`src/rtl/core/ogs_pkg.sv`:
```
// Shared types, constants and functions for the orbit guidance step block.
// No dependencies; imported by every module of the block except the port checker.
package ogs_pkg;

  localparam int ANGLE_ITERATIONS = 24;
  localparam int ITER_W = $clog2(ANGLE_ITERATIONS + 1);
  localparam int K_W = 5;
  localparam int CW = 36;
  localparam int MA_W = 48;
  localparam int MB_W = 32;
  localparam int MP_W = 64;
  localparam int MB_CNT_W = $clog2(MB_W);
  localparam int DN_W = 64;
  localparam int DD_W = 34;
  localparam int DN_CNT_W = $clog2(DN_W);
  localparam int ADDR_W = 5;
  localparam int CENT_W = 53;
  localparam int ACC_W = 48;

  localparam logic signed [CW-1:0] PI_Q30 = 36'sd3373259426;
  localparam logic signed [CW-1:0] HALF_PI_Q30 = 36'sd1686629713;
  localparam logic signed [CW-1:0] TWO_PI_Q30 = 36'sd6746518852;
  localparam logic signed [CW-1:0] INV_GAIN_Q30 = 36'sd652032874;
  localparam logic signed [63:0] CMD_LIMIT = 64'sh0000_4000_0000_0000;
  localparam logic [8:0] HALF_TURN_DEG = 9'd180;
  localparam logic [8:0] FULL_TURN_DEG = 9'd360;

  localparam logic signed [31:0] TARGET_X_RST = 32'sd6553600;
  localparam logic signed [31:0] TARGET_Y_RST = 32'sd3276800;
  localparam logic signed [31:0] START_X_RST = -32'sd9830400;
  localparam logic signed [31:0] START_Y_RST = 32'sd7864320;
  localparam logic signed [31:0] START_HEADING_RST = 32'sd1482810;
  localparam logic [23:0] SPEED_RST = 24'd262144;
  localparam logic [31:0] ORBIT_RADIUS_RST = 32'd1966080;
  localparam logic signed [23:0] GAIN_RST = 24'sd65536;

  typedef enum logic [2:0] {
    REG_TARGET_X = 3'd0,
    REG_TARGET_Y = 3'd1,
    REG_START_X = 3'd2,
    REG_START_Y = 3'd3,
    REG_START_HEADING = 3'd4,
    REG_SPEED = 3'd5,
    REG_ORBIT_RADIUS = 3'd6,
    REG_GAIN = 3'd7
  } reg_idx_t;

  typedef struct packed {
    logic signed [31:0] target_x;
    logic signed [31:0] target_y;
    logic signed [31:0] start_x;
    logic signed [31:0] start_y;
    logic signed [31:0] start_heading;
    logic [23:0] speed;
    logic [31:0] orbit_radius;
    logic signed [23:0] gain;
  } cfg_t;

  typedef struct packed {
    logic start;
    logic neg;
    logic [MA_W-1:0] a;
    logic [MB_W-1:0] b;
  } mul_req_t;

  typedef struct packed {
    logic start;
    logic [DN_W-1:0] dividend;
    logic [DD_W-1:0] divisor;
  } div_req_t;

  typedef struct packed {
    logic start;
    logic vect;
    logic signed [CW-1:0] x0;
    logic signed [CW-1:0] y0;
    logic signed [CW-1:0] z0;
  } cor_req_t;

  typedef struct packed {
    logic neg;
    logic signed [CW-1:0] z;
  } fold_t;

  typedef struct packed {
    logic clip;
    logic signed [31:0] val;
  } sat_t;

  function automatic logic [30:0] atan_entry(input logic [K_W-1:0] k);
    logic [30:0] v;
    case (k)
      5'd0: v = 31'd843314856;
      5'd1: v = 31'd497837829;
      5'd2: v = 31'd263043836;
      5'd3: v = 31'd133525158;
      5'd4: v = 31'd67021686;
      5'd5: v = 31'd33543515;
      5'd6: v = 31'd16775850;
      5'd7: v = 31'd8388437;
      5'd8: v = 31'd4194282;
      5'd9: v = 31'd2097149;
      5'd10: v = 31'd1048575;
      5'd11: v = 31'd524287;
      5'd12: v = 31'd262143;
      5'd13: v = 31'd131071;
      5'd14: v = 31'd65535;
      5'd15: v = 31'd32767;
      5'd16: v = 31'd16383;
      5'd17: v = 31'd8191;
      5'd18: v = 31'd4095;
      5'd19: v = 31'd2047;
      5'd20: v = 31'd1023;
      5'd21: v = 31'd511;
      5'd22: v = 31'd255;
      5'd23: v = 31'd127;
      5'd24: v = 31'd63;
      5'd25: v = 31'd31;
      5'd26: v = 31'd15;
      5'd27: v = 31'd7;
      5'd28: v = 31'd3;
      5'd29: v = 31'd1;
      default: v = 31'd0;
    endcase
    return v;
  endfunction

  function automatic fold_t fold_angle(input logic signed [CW-1:0] r);
    logic signed [CW-1:0] w;
    fold_t f;
    w = r;
    if (r > PI_Q30) begin
      w = r - TWO_PI_Q30;
    end else if (r < -PI_Q30) begin
      w = r + TWO_PI_Q30;
    end
    f.neg = 1'b0;
    f.z = w;
    if (w > HALF_PI_Q30) begin
      f.z = w - PI_Q30;
      f.neg = 1'b1;
    end else if (w < -HALF_PI_Q30) begin
      f.z = w + PI_Q30;
      f.neg = 1'b1;
    end
    return f;
  endfunction

  function automatic sat_t sat32(input logic signed [64:0] v);
    sat_t s;
    s.clip = 1'b0;
    s.val = v[31:0];
    if (v > 65'sd2147483647) begin
      s.clip = 1'b1;
      s.val = 32'sh7fff_ffff;
    end else if (v < -65'sd2147483648) begin
      s.clip = 1'b1;
      s.val = 32'sh8000_0000;
    end
    return s;
  endfunction

endpackage

```
`src/rtl/core/ogs_regs.sv`:
```
// Configuration registers of the orbit guidance step block on an APB-style port.
// Depends on ogs_pkg for the register map, reset values and cfg_t.
module ogs_regs import ogs_pkg::*; (
  input  logic              clk,
  input  logic              rst_n,
  input  logic              psel,
  input  logic              penable,
  input  logic              pwrite,
  input  logic [ADDR_W-1:0] paddr,
  input  logic [31:0]       pwdata,
  output logic [31:0]       prdata,
  output logic              pready,
  output cfg_t              cfg
);

  cfg_t     cfg_r;
  reg_idx_t idx;
  logic     wr_en;

  assign idx = reg_idx_t'(paddr[ADDR_W-1:2]);
  assign wr_en = psel && penable && pwrite;
  assign pready = 1'b1;
  assign cfg = cfg_r;

  always_ff @(posedge clk) begin
    if (!rst_n) begin
      cfg_r.target_x <= TARGET_X_RST;
      cfg_r.target_y <= TARGET_Y_RST;
      cfg_r.start_x <= START_X_RST;
      cfg_r.start_y <= START_Y_RST;
      cfg_r.start_heading <= START_HEADING_RST;
      cfg_r.speed <= SPEED_RST;
      cfg_r.orbit_radius <= ORBIT_RADIUS_RST;
      cfg_r.gain <= GAIN_RST;
    end else if (wr_en) begin
      unique case (idx)
        REG_TARGET_X: cfg_r.target_x <= pwdata;
        REG_TARGET_Y: cfg_r.target_y <= pwdata;
        REG_START_X: cfg_r.start_x <= pwdata;
        REG_START_Y: cfg_r.start_y <= pwdata;
        REG_START_HEADING: cfg_r.start_heading <= pwdata;
        REG_SPEED: cfg_r.speed <= pwdata[23:0];
        REG_ORBIT_RADIUS: cfg_r.orbit_radius <= pwdata;
        REG_GAIN: cfg_r.gain <= pwdata[23:0];
      endcase
    end
  end

  always_comb begin
    unique case (idx)
      REG_TARGET_X: prdata = cfg_r.target_x;
      REG_TARGET_Y: prdata = cfg_r.target_y;
      REG_START_X: prdata = cfg_r.start_x;
      REG_START_Y: prdata = cfg_r.start_y;
      REG_START_HEADING: prdata = cfg_r.start_heading;
      REG_SPEED: prdata = {8'd0, cfg_r.speed};
      REG_ORBIT_RADIUS: prdata = cfg_r.orbit_radius;
      REG_GAIN: prdata = {8'd0, cfg_r.gain};
    endcase
  end

endmodule

```
`src/rtl/core/ogs_serial_mul.sv`:
```
// Shift-and-add multiplier that takes one multiplier bit per cycle.
// Depends on ogs_pkg for widths and mul_req_t.
module ogs_serial_mul import ogs_pkg::*; (
  input  logic                   clk,
  input  logic                   rst_n,
  input  mul_req_t               req,
  output logic signed [MP_W-1:0] prod,
  output logic                   done
);

  logic [MP_W-1:0]     a_r;
  logic [MB_W-1:0]     b_r;
  logic [MP_W-1:0]     acc_r;
  logic [MB_CNT_W-1:0] cnt_r;
  logic                run_r;
  logic                neg_r;
  logic                done_r;
  logic signed [MP_W-1:0] prod_r;
  logic [MP_W-1:0]     acc_nxt;

  assign acc_nxt = b_r[0] ? acc_r + a_r : acc_r;
  assign prod = prod_r;
  assign done = done_r;

  always_ff @(posedge clk) begin
    if (!rst_n) begin
      run_r <= 1'b0;
      done_r <= 1'b0;
      cnt_r <= '0;
    end else begin
      done_r <= 1'b0;
      if (req.start) begin
        a_r <= MP_W'(req.a);
        b_r <= req.b;
        acc_r <= '0;
        neg_r <= req.neg;
        cnt_r <= '0;
        run_r <= 1'b1;
      end else if (run_r) begin
        acc_r <= acc_nxt;
        a_r <= {a_r[MP_W-2:0], 1'b0};
        b_r <= {1'b0, b_r[MB_W-1:1]};
        cnt_r <= cnt_r + 1'b1;
        if (cnt_r == MB_CNT_W'(MB_W - 1)) begin
          run_r <= 1'b0;
          done_r <= 1'b1;
          prod_r <= neg_r ? -$signed(acc_nxt) : $signed(acc_nxt);
        end
      end
    end
  end

endmodule

```
`src/rtl/core/ogs_serial_div.sv`:
```
// Restoring divider that produces one quotient bit per cycle.
// Depends on ogs_pkg for widths and div_req_t.
module ogs_serial_div import ogs_pkg::*; (
  input  logic            clk,
  input  logic            rst_n,
  input  div_req_t        req,
  output logic [DN_W-1:0] quo,
  output logic [DD_W-1:0] rem,
  output logic            done
);

  logic [DN_W-1:0]     q_r;
  logic [DD_W-1:0]     rem_r;
  logic [DD_W-1:0]     dsr_r;
  logic [DN_CNT_W-1:0] cnt_r;
  logic                run_r;
  logic                done_r;
  logic [DD_W:0]       trial;
  logic [DD_W:0]       diff;
  logic                fits;

  assign trial = {rem_r, q_r[DN_W-1]};
  assign diff = trial - {1'b0, dsr_r};
  assign fits = trial >= {1'b0, dsr_r};
  assign quo = q_r;
  assign rem = rem_r;
  assign done = done_r;

  always_ff @(posedge clk) begin
    if (!rst_n) begin
      run_r <= 1'b0;
      done_r <= 1'b0;
      cnt_r <= '0;
    end else begin
      done_r <= 1'b0;
      if (req.start) begin
        q_r <= req.dividend;
        dsr_r <= req.divisor;
        rem_r <= '0;
        cnt_r <= '0;
        run_r <= 1'b1;
      end else if (run_r) begin
        rem_r <= fits ? diff[DD_W-1:0] : trial[DD_W-1:0];
        q_r <= {q_r[DN_W-2:0], fits};
        cnt_r <= cnt_r + 1'b1;
        if (cnt_r == DN_CNT_W'(DN_W - 1)) begin
          run_r <= 1'b0;
          done_r <= 1'b1;
        end
      end
    end
  end

endmodule

```
`src/rtl/core/ogs_cordic.sv`:
```
// Iterative CORDIC, one micro-rotation per cycle, in rotation or vectoring mode.
// Depends on ogs_pkg for the arctangent table, widths and cor_req_t.
module ogs_cordic import ogs_pkg::*; (
  input  logic                 clk,
  input  logic                 rst_n,
  input  cor_req_t             req,
  output logic signed [CW-1:0] x,
  output logic signed [CW-1:0] y,
  output logic signed [CW-1:0] z,
  output logic                 done
);

  logic signed [CW-1:0] x_r, y_r, z_r;
  logic [ITER_W-1:0]    iter_r;
  logic                 run_r;
  logic                 vect_r;
  logic                 done_r;
  logic [K_W-1:0]       k;
  logic signed [CW-1:0] xs, ys, at;
  logic                 m;

  assign k = K_W'(iter_r);
  assign xs = x_r >>> k;
  assign ys = y_r >>> k;
  assign at = $signed({{(CW-31){1'b0}}, atan_entry(k)});
  assign m = vect_r ? y_r[CW-1] : !z_r[CW-1];
  assign x = x_r;
  assign y = y_r;
  assign z = z_r;
  assign done = done_r;

  always_ff @(posedge clk) begin
    if (!rst_n) begin
      run_r <= 1'b0;
      done_r <= 1'b0;
      iter_r <= '0;
    end else begin
      done_r <= 1'b0;
      if (req.start) begin
        x_r <= req.x0;
        y_r <= req.y0;
        z_r <= req.z0;
        vect_r <= req.vect;
        iter_r <= '0;
        run_r <= 1'b1;
      end else if (run_r) begin
        x_r <= m ? x_r - ys : x_r + ys;
        y_r <= m ? y_r + xs : y_r - xs;
        z_r <= m ? z_r - at : z_r + at;
        iter_r <= iter_r + 1'b1;
        if (iter_r == ITER_W'(ANGLE_ITERATIONS - 1)) begin
          run_r <= 1'b0;
          done_r <= 1'b1;
        end
      end
    end
  end

endmodule

```
`src/rtl/core/orbit_guidance_step_top.sv`:
```
// Top level of the orbit guidance step block: sequencer, state and result register.
// Depends on ogs_pkg, ogs_regs, ogs_serial_mul, ogs_serial_div and ogs_cordic.
//
// One input word advances the vehicle by one guidance tick and yields one result word. The
// ATAN pass is skipped when the vehicle sits on the target and the D_DIV step when the speed
// is zero. The block takes no new word until it is through with the last one. A tick runs
// eight divisions on the shared one-bit-per-cycle divider, together with seven multiplications
// on the shared shift-and-add multiplier and three passes of the CORDIC unit. Input is taken
// only while the sequencer is idle; a finished result waits in the output register without
// blocking the next word. Configuration registers lie at byte address 4*i and are read and
// written with no wait states.
module orbit_guidance_step_top import ogs_pkg::*; (
  input  logic              clk,
  input  logic              rst_n,
  input  logic              in_valid,
  output logic              in_stall,
  input  logic              in_restart,
  output logic              out_valid,
  input  logic              out_stall,
  output logic [31:0]       out_pos_x,
  output logic [31:0]       out_pos_y,
  output logic [31:0]       out_heading_out,
  output logic [10:0]       out_bearing_deg,
  output logic              out_saturated,
  input  logic              psel,
  input  logic              penable,
  input  logic              pwrite,
  input  logic [ADDR_W-1:0] paddr,
  input  logic [31:0]       pwdata,
  output logic [31:0]       prdata,
  output logic              pready
);

  typedef enum logic [20:0] {
    ST_IDLE   = 21'd1 << 0,
    ST_PREP   = 21'd1 << 1,
    ST_ATAN   = 21'd1 << 2,
    ST_PHI_MUL = 21'd1 << 3,
    ST_PHI_DIV = 21'd1 << 4,
    ST_PHI_MOD = 21'd1 << 5,
    ST_TH_MUL = 21'd1 << 6,
    ST_TH_DIV = 21'd1 << 7,
    ST_N_MUL  = 21'd1 << 8,
    ST_N_DIV  = 21'd1 << 9,
    ST_N_WRAP = 21'd1 << 10,
    ST_N_ROT  = 21'd1 << 11,
    ST_P_WRAP = 21'd1 << 12,
    ST_P_ROT  = 21'd1 << 13,
    ST_C_MUL  = 21'd1 << 14,
    ST_C_DIV  = 21'd1 << 15,
    ST_G_MUL  = 21'd1 << 16,
    ST_D_DIV  = 21'd1 << 17,
    ST_X_MUL  = 21'd1 << 18,
    ST_Y_MUL  = 21'd1 << 19,
    ST_FIN    = 21'd1 << 20
  } state_t;

  cfg_t     cfg;
  mul_req_t mreq;
  div_req_t dreq;
  cor_req_t creq;

  logic signed [MP_W-1:0] mul_p;
  logic                   mul_done;
  logic [DN_W-1:0]        div_q;
  logic [DD_W-1:0]        div_r;
  logic                   div_done;
  logic signed [CW-1:0]   cor_x, cor_y, cor_z;
  logic                   cor_done;

  state_t state_r;
  logic   issued_r;
  logic   restart_r;
  logic signed [31:0] cur_x_r, cur_y_r, cur_h_r;
  logic signed [33:0] dx_r, dy_r;
  logic signed [CW-1:0] theta_r, ang_r, sn_r, sp_r, cp_r;
  logic   fold_neg_r;
  logic signed [9:0] phi_g_r;
  logic signed [10:0] n_r;
  logic [CENT_W-1:0] cent_r;
  logic signed [ACC_W-1:0] acc_r;
  logic signed [63:0] delta_r;
  logic signed [33:0] stepx_r, stepy_r;
  logic   out_valid_r;
  logic [31:0] out_x_r, out_y_r, out_h_r;
  logic [10:0] out_n_r;
  logic   out_sat_r;

  logic signed [31:0] eff_x, eff_y;
  logic   is_compute, skip, issue, fire, unit_done, dxy_zero, out_free;
  logic signed [CW-1:0] dx_e, dy_e;
  logic signed [42:0] phi_e;
  logic   phi_neg, theta_neg, sn_neg, gain_neg, acc_neg;
  logic [42:0] phi_mag;
  logic [CW-1:0] theta_mag, sn_mag, cp_mag, sp_mag;
  logic [10:0] n_mag;
  logic [24:0] gain_mag;
  logic [ACC_W-1:0] acc_abs;
  logic signed [9:0] rem10, q10, theta_g;
  logic signed [11:0] n_sum;
  logic signed [CW-1:0] rem_e;
  fold_t  fold;
  logic signed [63:0] acc_sum;
  logic [DD_W-1:0] radius_d;
  logic signed [64:0] sum_x, sum_y, sum_h;
  sat_t   sat_x, sat_y, sat_h;

  ogs_regs u_regs (
    .clk(clk), .rst_n(rst_n), .psel(psel), .penable(penable), .pwrite(pwrite),
    .paddr(paddr), .pwdata(pwdata), .prdata(prdata), .pready(pready), .cfg(cfg)
  );

  ogs_serial_mul u_mul (
    .clk(clk), .rst_n(rst_n), .req(mreq), .prod(mul_p), .done(mul_done)
  );

  ogs_serial_div u_div (
    .clk(clk), .rst_n(rst_n), .req(dreq), .quo(div_q), .rem(div_r), .done(div_done)
  );

  ogs_cordic u_cordic (
    .clk(clk), .rst_n(rst_n), .req(creq), .x(cor_x), .y(cor_y), .z(cor_z), .done(cor_done)
  );

  assign in_stall = (state_r != ST_IDLE);
  assign out_valid = out_valid_r;
  assign out_pos_x = out_x_r;
  assign out_pos_y = out_y_r;
  assign out_heading_out = out_h_r;
  assign out_bearing_deg = out_n_r;
  assign out_saturated = out_sat_r;
  assign out_free = !out_valid_r || !out_stall;

  assign eff_x = restart_r ? cfg.start_x : cur_x_r;
  assign eff_y = restart_r ? cfg.start_y : cur_y_r;
  assign dx_e = CW'(dx_r);
  assign dy_e = CW'(dy_r);
  assign dxy_zero = (dx_r == '0) && (dy_r == '0);

  assign phi_e = {cur_h_r[31], cur_h_r, 10'd0};
  assign phi_neg = cur_h_r[31];
  assign phi_mag = phi_neg ? 43'(-phi_e) : 43'(phi_e);
  assign theta_neg = theta_r[CW-1];
  assign theta_mag = theta_neg ? CW'(-theta_r) : CW'(theta_r);
  assign n_mag = n_r[10] ? 11'(-n_r) : 11'(n_r);
  assign sn_neg = sn_r[CW-1];
  assign sn_mag = sn_neg ? CW'(-sn_r) : CW'(sn_r);
  assign cp_mag = cp_r[CW-1] ? CW'(-cp_r) : CW'(cp_r);
  assign sp_mag = sp_r[CW-1] ? CW'(-sp_r) : CW'(sp_r);
  assign gain_neg = cfg.gain[23];
  assign gain_mag = gain_neg ? 25'(-{cfg.gain[23], cfg.gain}) : 25'({cfg.gain[23], cfg.gain});
  assign acc_neg = acc_r[ACC_W-1];
  assign acc_abs = acc_neg ? ACC_W'(-acc_r) : ACC_W'(acc_r);
  assign radius_d = (cfg.orbit_radius == '0) ? DD_W'(1) : DD_W'(cfg.orbit_radius);

  assign rem10 = $signed(10'(div_r));
  assign q10 = $signed(10'(div_q));
  assign theta_g = theta_neg ? -q10 : q10;
  assign n_sum = $signed(12'(HALF_TURN_DEG)) - 12'(phi_g_r) - 12'(theta_g);
  assign rem_e = $signed(CW'(div_r));
  assign fold = fold_angle(ang_r);
  assign acc_sum = $signed(64'(cent_r)) + (mul_p >>> 26);

  assign sum_x = 65'(cur_x_r) + 65'(stepx_r);
  assign sum_y = 65'(cur_y_r) + 65'(stepy_r);
  assign sum_h = 65'(cur_h_r) - 65'(delta_r);
  assign sat_x = sat32(sum_x);
  assign sat_y = sat32(sum_y);
  assign sat_h = sat32(sum_h);

  assign is_compute = !(state_r == ST_IDLE || state_r == ST_PREP || state_r == ST_FIN);
  assign skip = (state_r == ST_ATAN && dxy_zero) ||
                (state_r == ST_D_DIV && cfg.speed == '0);
  assign issue = is_compute && !issued_r && !skip;
  assign unit_done = mul_done || div_done || cor_done;
  assign fire = issued_r && unit_done;

  always_comb begin
    mreq = '0;
    dreq = '0;
    creq = '0;
    unique case (state_r)
      ST_ATAN: begin
        creq.start = issue;
        creq.vect = 1'b1;
        creq.x0 = dy_r[33] ? -dy_e : dy_e;
        creq.y0 = dy_r[33] ? -dx_e : dx_e;
        creq.z0 = !dy_r[33] ? '0 : (dx_r[33] ? -PI_Q30 : PI_Q30);
      end
      ST_PHI_MUL: begin
        mreq.start = issue;
        mreq.a = MA_W'(phi_mag);
        mreq.b = MB_W'(HALF_TURN_DEG);
      end
      ST_PHI_DIV, ST_TH_DIV: begin
        dreq.start = issue;
        dreq.dividend = DN_W'(mul_p);
        dreq.divisor = DD_W'(PI_Q30);
      end
      ST_PHI_MOD: begin
        dreq.start = issue;
        dreq.dividend = div_q;
        dreq.divisor = DD_W'(FULL_TURN_DEG);
      end
      ST_TH_MUL: begin
        mreq.start = issue;
        mreq.a = MA_W'(theta_mag);
        mreq.b = MB_W'(HALF_TURN_DEG);
      end
      ST_N_MUL: begin
        mreq.start = issue;
        mreq.a = MA_W'(PI_Q30);
        mreq.b = MB_W'(n_mag);
      end
      ST_N_DIV: begin
        dreq.start = issue;
        dreq.dividend = DN_W'(mul_p);
        dreq.divisor = DD_W'(HALF_TURN_DEG);
      end
      ST_N_WRAP: begin
        dreq.start = issue;
        dreq.dividend = div_q;
        dreq.divisor = DD_W'(TWO_PI_Q30);
      end
      ST_P_WRAP: begin
        dreq.start = issue;
        dreq.dividend = DN_W'(phi_mag);
        dreq.divisor = DD_W'(TWO_PI_Q30);
      end
      ST_N_ROT, ST_P_ROT: begin
        creq.start = issue;
        creq.vect = 1'b0;
        creq.x0 = INV_GAIN_Q30;
        creq.y0 = '0;
        creq.z0 = fold.z;
      end
      ST_C_MUL: begin
        mreq.start = issue;
        mreq.a = MA_W'(cfg.speed);
        mreq.b = MB_W'(cfg.speed);
      end
      ST_C_DIV: begin
        dreq.start = issue;
        dreq.dividend = {mul_p[DN_W-5:0], 4'd0};
        dreq.divisor = radius_d;
      end
      ST_G_MUL: begin
        mreq.start = issue;
        mreq.neg = sn_neg ^ gain_neg;
        mreq.a = MA_W'(sn_mag);
        mreq.b = MB_W'(gain_mag);
      end
      ST_D_DIV: begin
        dreq.start = issue;
        dreq.dividend = DN_W'({acc_abs[ACC_W-2:0], 16'd0});
        dreq.divisor = DD_W'(cfg.speed);
      end
      ST_X_MUL: begin
        mreq.start = issue;
        mreq.neg = cp_r[CW-1];
        mreq.a = MA_W'(cp_mag);
        mreq.b = MB_W'(cfg.speed);
      end
      ST_Y_MUL: begin
        mreq.start = issue;
        mreq.neg = sp_r[CW-1];
        mreq.a = MA_W'(sp_mag);
        mreq.b = MB_W'(cfg.speed);
      end
      default: ;
    endcase
  end

  always_ff @(posedge clk) begin
    if (!rst_n) begin
      state_r <= ST_IDLE;
      issued_r <= 1'b0;
      out_valid_r <= 1'b0;
      cur_x_r <= START_X_RST;
      cur_y_r <= START_Y_RST;
      cur_h_r <= START_HEADING_RST;
    end else begin
      if (out_valid_r && !out_stall && state_r != ST_FIN) begin
        out_valid_r <= 1'b0;
      end
      if (issue) begin
        issued_r <= 1'b1;
      end else if (fire) begin
        issued_r <= 1'b0;
      end
      unique case (state_r)
        ST_IDLE: begin
          if (in_valid) begin
            restart_r <= in_restart;
            state_r <= ST_PREP;
          end
        end
        ST_PREP: begin
          cur_x_r <= eff_x;
          cur_y_r <= eff_y;
          if (restart_r) begin
            cur_h_r <= cfg.start_heading;
          end
          dx_r <= 34'(eff_x) - 34'(cfg.target_x);
          dy_r <= 34'(eff_y) - 34'(cfg.target_y);
          state_r <= ST_ATAN;
        end
        ST_ATAN: begin
          if (dxy_zero) begin
            theta_r <= '0;
            state_r <= ST_PHI_MUL;
          end else if (fire) begin
            theta_r <= cor_z;
            state_r <= ST_PHI_MUL;
          end
        end
        ST_PHI_MUL: if (fire) state_r <= ST_PHI_DIV;
        ST_PHI_DIV: if (fire) state_r <= ST_PHI_MOD;
        ST_PHI_MOD: begin
          if (fire) begin
            phi_g_r <= phi_neg ? -rem10 : rem10;
            state_r <= ST_TH_MUL;
          end
        end
        ST_TH_MUL: if (fire) state_r <= ST_TH_DIV;
        ST_TH_DIV: begin
          if (fire) begin
            n_r <= 11'(n_sum);
            state_r <= ST_N_MUL;
          end
        end
        ST_N_MUL: if (fire) state_r <= ST_N_DIV;
        ST_N_DIV: if (fire) state_r <= ST_N_WRAP;
        ST_N_WRAP: begin
          if (fire) begin
            ang_r <= n_r[10] ? -rem_e : rem_e;
            state_r <= ST_N_ROT;
          end
        end
        ST_N_ROT: begin
          if (issue) begin
            fold_neg_r <= fold.neg;
          end
          if (fire) begin
            sn_r <= fold_neg_r ? -cor_y : cor_y;
            state_r <= ST_P_WRAP;
          end
        end
        ST_P_WRAP: begin
          if (fire) begin
            ang_r <= phi_neg ? -rem_e : rem_e;
            state_r <= ST_P_ROT;
          end
        end
        ST_P_ROT: begin
          if (issue) begin
            fold_neg_r <= fold.neg;
          end
          if (fire) begin
            sp_r <= fold_neg_r ? -cor_y : cor_y;
            cp_r <= fold_neg_r ? -cor_x : cor_x;
            state_r <= ST_C_MUL;
          end
        end
        ST_C_MUL: if (fire) state_r <= ST_C_DIV;
        ST_C_DIV: begin
          if (fire) begin
            cent_r <= CENT_W'(div_q);
            state_r <= ST_G_MUL;
          end
        end
        ST_G_MUL: begin
          if (fire) begin
            if (acc_sum > CMD_LIMIT) begin
              acc_r <= ACC_W'(CMD_LIMIT);
            end else if (acc_sum < -CMD_LIMIT) begin
              acc_r <= ACC_W'(-CMD_LIMIT);
            end else begin
              acc_r <= ACC_W'(acc_sum);
            end
            state_r <= ST_D_DIV;
          end
        end
        ST_D_DIV: begin
          if (cfg.speed == '0) begin
            delta_r <= '0;
            state_r <= ST_X_MUL;
          end else if (fire) begin
            delta_r <= acc_neg ? -$signed(div_q) : $signed(div_q);
            state_r <= ST_X_MUL;
          end
        end
        ST_X_MUL: begin
          if (fire) begin
            stepx_r <= 34'(mul_p >>> 30);
            state_r <= ST_Y_MUL;
          end
        end
        ST_Y_MUL: begin
          if (fire) begin
            stepy_r <= 34'(mul_p >>> 30);
            state_r <= ST_FIN;
          end
        end
        ST_FIN: begin
          if (out_free) begin
            cur_x_r <= sat_x.val;
            cur_y_r <= sat_y.val;
            cur_h_r <= sat_h.val;
            out_x_r <= sat_x.val;
            out_y_r <= sat_y.val;
            out_h_r <= sat_h.val;
            out_n_r <= n_r;
            out_sat_r <= sat_x.clip || sat_y.clip || sat_h.clip;
            out_valid_r <= 1'b1;
            state_r <= ST_IDLE;
          end
        end
      endcase
    end
  end

endmodule

```
`config.mk`:
```
export PLATFORM = sky130hd
export DESIGN_NAME = orbit_guidance_step_top
export DESIGN_NICKNAME = d
export VERILOG_FILES = /design/src/rtl/core/ogs_pkg.sv /design/src/rtl/core/ogs_regs.sv /design/src/rtl/core/ogs_serial_mul.sv /design/src/rtl/core/ogs_serial_div.sv /design/src/rtl/core/ogs_cordic.sv /design/src/rtl/core/orbit_guidance_step_top.sv
export SDC_FILE = /design/constraint.sdc
export NUM_CORES = 2
export LEC_CHECK = 0
export BUFFER_PORTS_ARGS = -buffer_cell sky130_fd_sc_hd__buf_2
export CELL_PAD_IN_SITES_DETAIL_PLACEMENT = 0
export CELL_PAD_IN_SITES_GLOBAL_PLACEMENT = 1
export CORE_MARGIN = 5
export CORE_UTILIZATION = 46
export CTS_CLUSTER_SIZE = 20
export DETAILED_ROUTE_END_ITERATION = 8
export GPL_TIMING_DRIVEN = 0
export PLACE_DENSITY = 0.87
export SYNTH_ARGS = -nofsm -noshare
export SYNTH_HDL_FRONTEND = slang
export SYNTH_HIERARCHICAL = 1
export SYNTH_SLANG_ARGS = --single-unit
```
`constraint.sdc`:
```
create_clock -name clk -period 7.8 [get_ports clk]
set_input_delay 1.17 -clock clk [delete_from_list [all_inputs] [get_ports clk]]
set_output_delay 1.17 -clock clk [all_outputs]
set_load 0.01 [all_outputs]
```
==> metrics.csv <==
metric,value,unit
met3_usage,8.09,%
regArea,0.0405,sq mm
synth.distinct_cells,144,
fin_skew,63.4,ps
ys_seq_area_share,36.7,%
synth_edf_count,1076,
grtUsageMet1,51.9,%
die_w,500,um
finalHoldViolations,0,
arrival,8320,ps
antenna_found_initial,58,
startpoint,u_cordic/iter_r[2]$_SDFFE_PP0P_,
cts_sinks,1487,
r2r_end,u_cordic/x[35]$_DFFE_PP_,
synthArstFlopShare,0,%
fillCellCount,22231,
violations,"design-rule violations, max-capacitance violations, max-slew violations",
syn_area,0.110,sq mm
power.leakage,0.0447,uW
start_kind,flop,
period_needed,7780,ps
maxSlewHeadroom,-8.42,%
place_ws,-2180,ps
multi_input_area,0.0653,sq mm
cts-buffers-inserted,170,
synth_area_leaders,"edfxtp_1, dfxtp_1, ha_1, nand2_1, xnor2_1",
grt_pass1_wl,726,mm
firstDrtPassIters,9,
fmaxAchievable,128,MHz
grt.total_usage,40.0,%
avgViaCountPerCell,6.67,
ys_warn_count,6,
clockBufferDepth,3,
tritoncts,yes,
grt_max_degree,73,
drtIter0Drc,15116,
finish.instance_area,0.122,sq mm
endpoint_kind,flop,
max_cap_violations,2,
drc,3,
area_growth_syn_to_layout,10.3,%
io_pins,188,
die-area,0.250,sq mm
cts_root_buf,clkbuf_16,
via_count,105689,
slew_violations,4,
clkLatencyLatePin,860,ps
num_rows,179,
synthTopCellsByCount,"nand2_1, edfxtp_1, nor2_1",
rsz0062_at_grt,yes,
overflow,0,
cts_max_level,4,
top_usage_layer,met2,
setup_ws,15.4,ps
synth_ff_type,edfxtp_1,
timing.rr.start,u_cordic/iter_r[2]$_SDFFE_PP0P_,
whs_path_depth,2,
grt_pass1_vias,97044,
syn_inst,12126,
reg2reg_slack,20,ps
ff2ff_path_depth,22,
period_share,99.8,%
gp_congestion,1.11,
start_util,46.3,%
yosysTopAreaCell,edfxtp_1,
outcome,"complete, but fails checks",
yosysMostFrequentCell,nand2_1,
avgSynthCellArea,9.11,sq um
crit_fanout,10,
hold_start,u_regs/cfg[190]$_SDFFE_PN0P_,
ys_ff_latch,1487,
setup_viol,0,
whs_endpoint,u_regs/cfg[190]$_SDFFE_PN0P_,
crit_type,flop to flop,
hold_class,flop to flop,
routed_wl,524,mm
drive_gt1_share,9.95,%
netlist.area_leader.share,29.3,%
post_dp_cell_area,0.116,sq mm
vdd_ir_drop_max,0.209,mV
use_met2,60.6,%
cts_hold_buf,0,
dp_hpwl,418,mm
power_density,153,mW/mm^2
nets,13066,
wl_per_cell,33.1,um
tightest_slew,1620,ps
io_buffers,159,
required,8330,ps
core,0.238,sq mm
antenna_left,0,
die_h,500,um
path_clk_slew,70,ps
-- power breakdown --
part | internal, uW | switching (uW)
Clock | 4660 | 3650
Sequential | 8490 | 131
Combinational | 534 | 1110
-- flip-flops by register name (all words and copies together), names as in the netlist, 48 cells and up --
signal,count
u_mul/prod,64
u_div/quo,64
u_mul/a_r,64
delta_r,64
u_regs/cfg,240
acc_r,48
cent_r,53
u_mul/acc_r,64
-- final cells by class --
type | instances | share of cell area (%)
Inverter | 470 | 1.45
Tap cell | 3167 | 3.25
Timing Repair Buffer | 189 | 1.07
Clock buffer | 213 | 3.79
Sequential cell | 1487 | 33.3
Clock inverter | 104 | 0.913
Multi-Input combinational cell | 9516 | 53.6
Antenna cell | 26 | 0.0534
Buffer | 668 | 2.54
-- metrics by stage --
| stage | total power (uW) | hold WS [ps] | util (%) | instances | setup TNS [ps] |
|---|---|---|---|---|---|
| 3_3_place_gp | 10300 | 457 | 48.4 | 15469 | -1385410 |
| 4_1_cts | 18600 | 477 | 51.0 | 15810 | -5260 |
| 6_report | 18600 | 476 | 51.1 | 15840 | 0 |
| 3_5_place_dp | 10300 | 468 | 48.6 | 15489 | -262040 |
| 5_1_grt | 19000 | 498 | 51.1 | 15816 | -20.4 |
| 2_1_floorplan | 9690 | 441 | - | 12143 | 0 |
-- cell usage in the layout (no fill, tap or decap), types with 275 or more instances in the layout --
cell and n:
a21oi_1 711, clkbuf_1 479, dfxtp_1 410, edfxtp_1 1076
ha_1 507, inv_1 466, mux2_2 275, nand2_1 1464
nor2_1 816, o21ai_0 744, xnor2_1 531, xor2_1 527
-- cell families after synthesis --
| logic type | synth area share (%) |
|---|---|
| AOI/OAI and AO/OA | 21.4 |
| other | 0.00680 |
| DFF | 36.7 |
| muxes | 5.88 |
| adders and majority gates | 5.96 |
| buffers and inverters | 4.37 |
| and+or+nand+nor | 17.3 |
| xor gates and xnor gates | 8.39 |
-- worst max-delay path by stage --
stage	endpoint	slack (ps)	depth (start not counted)
after floorplan	u_mul/a_r[0]$_SDFFCE_PN0P_	470	17
after global placement	u_mul/a_r[57]$_SDFFCE_PP0P_	-3500	13
after detailed placement	u_cordic/z[34]$_DFFE_PP_	-2180	19
after CTS	u_cordic/x[2]$_DFFE_PP_	-120	21
after global routing	u_cordic/x[35]$_DFFE_PP_	-20	25
final	u_cordic/x[35]$_DFFE_PP_	20	22
-- metal layers --
layer / vias to the layer above / wire length (um)
li1: 45923 / -
met1: 51544 / 206000
met2: 6571 / 223000
met3: 1603 / 51800
met4: 48 / 43600
met5: - / 348
-- what timing repair did --
action	in CTS	in global routing
cloned	1	1
endpoints found under the setup margin	357	185
gates resized for setup	21	30
pin swaps	2	4
buffers inserted	5	5
-- worst max-delay path, cell delays in order, from the launching register on --
cell and delay (ps):
dfxtp_1 450, buf_2 310, buf_2 350, buf_4 310
buf_2 490, mux2i_1 250, o22ai_1 310, o311ai_0 810
o221a_2 510, nand4b_1 190, nor3_2 280, nand4b_2 310
nor2_1 250, nor2_1 70, xor2_1 230, ha_1 450
and4_1 200, o21ai_0 110, a31oi_1 480, a211oi_1 210
o31ai_1 530, and4_1 280, o31ai_2 70
(Power assumes the default switching activity.)
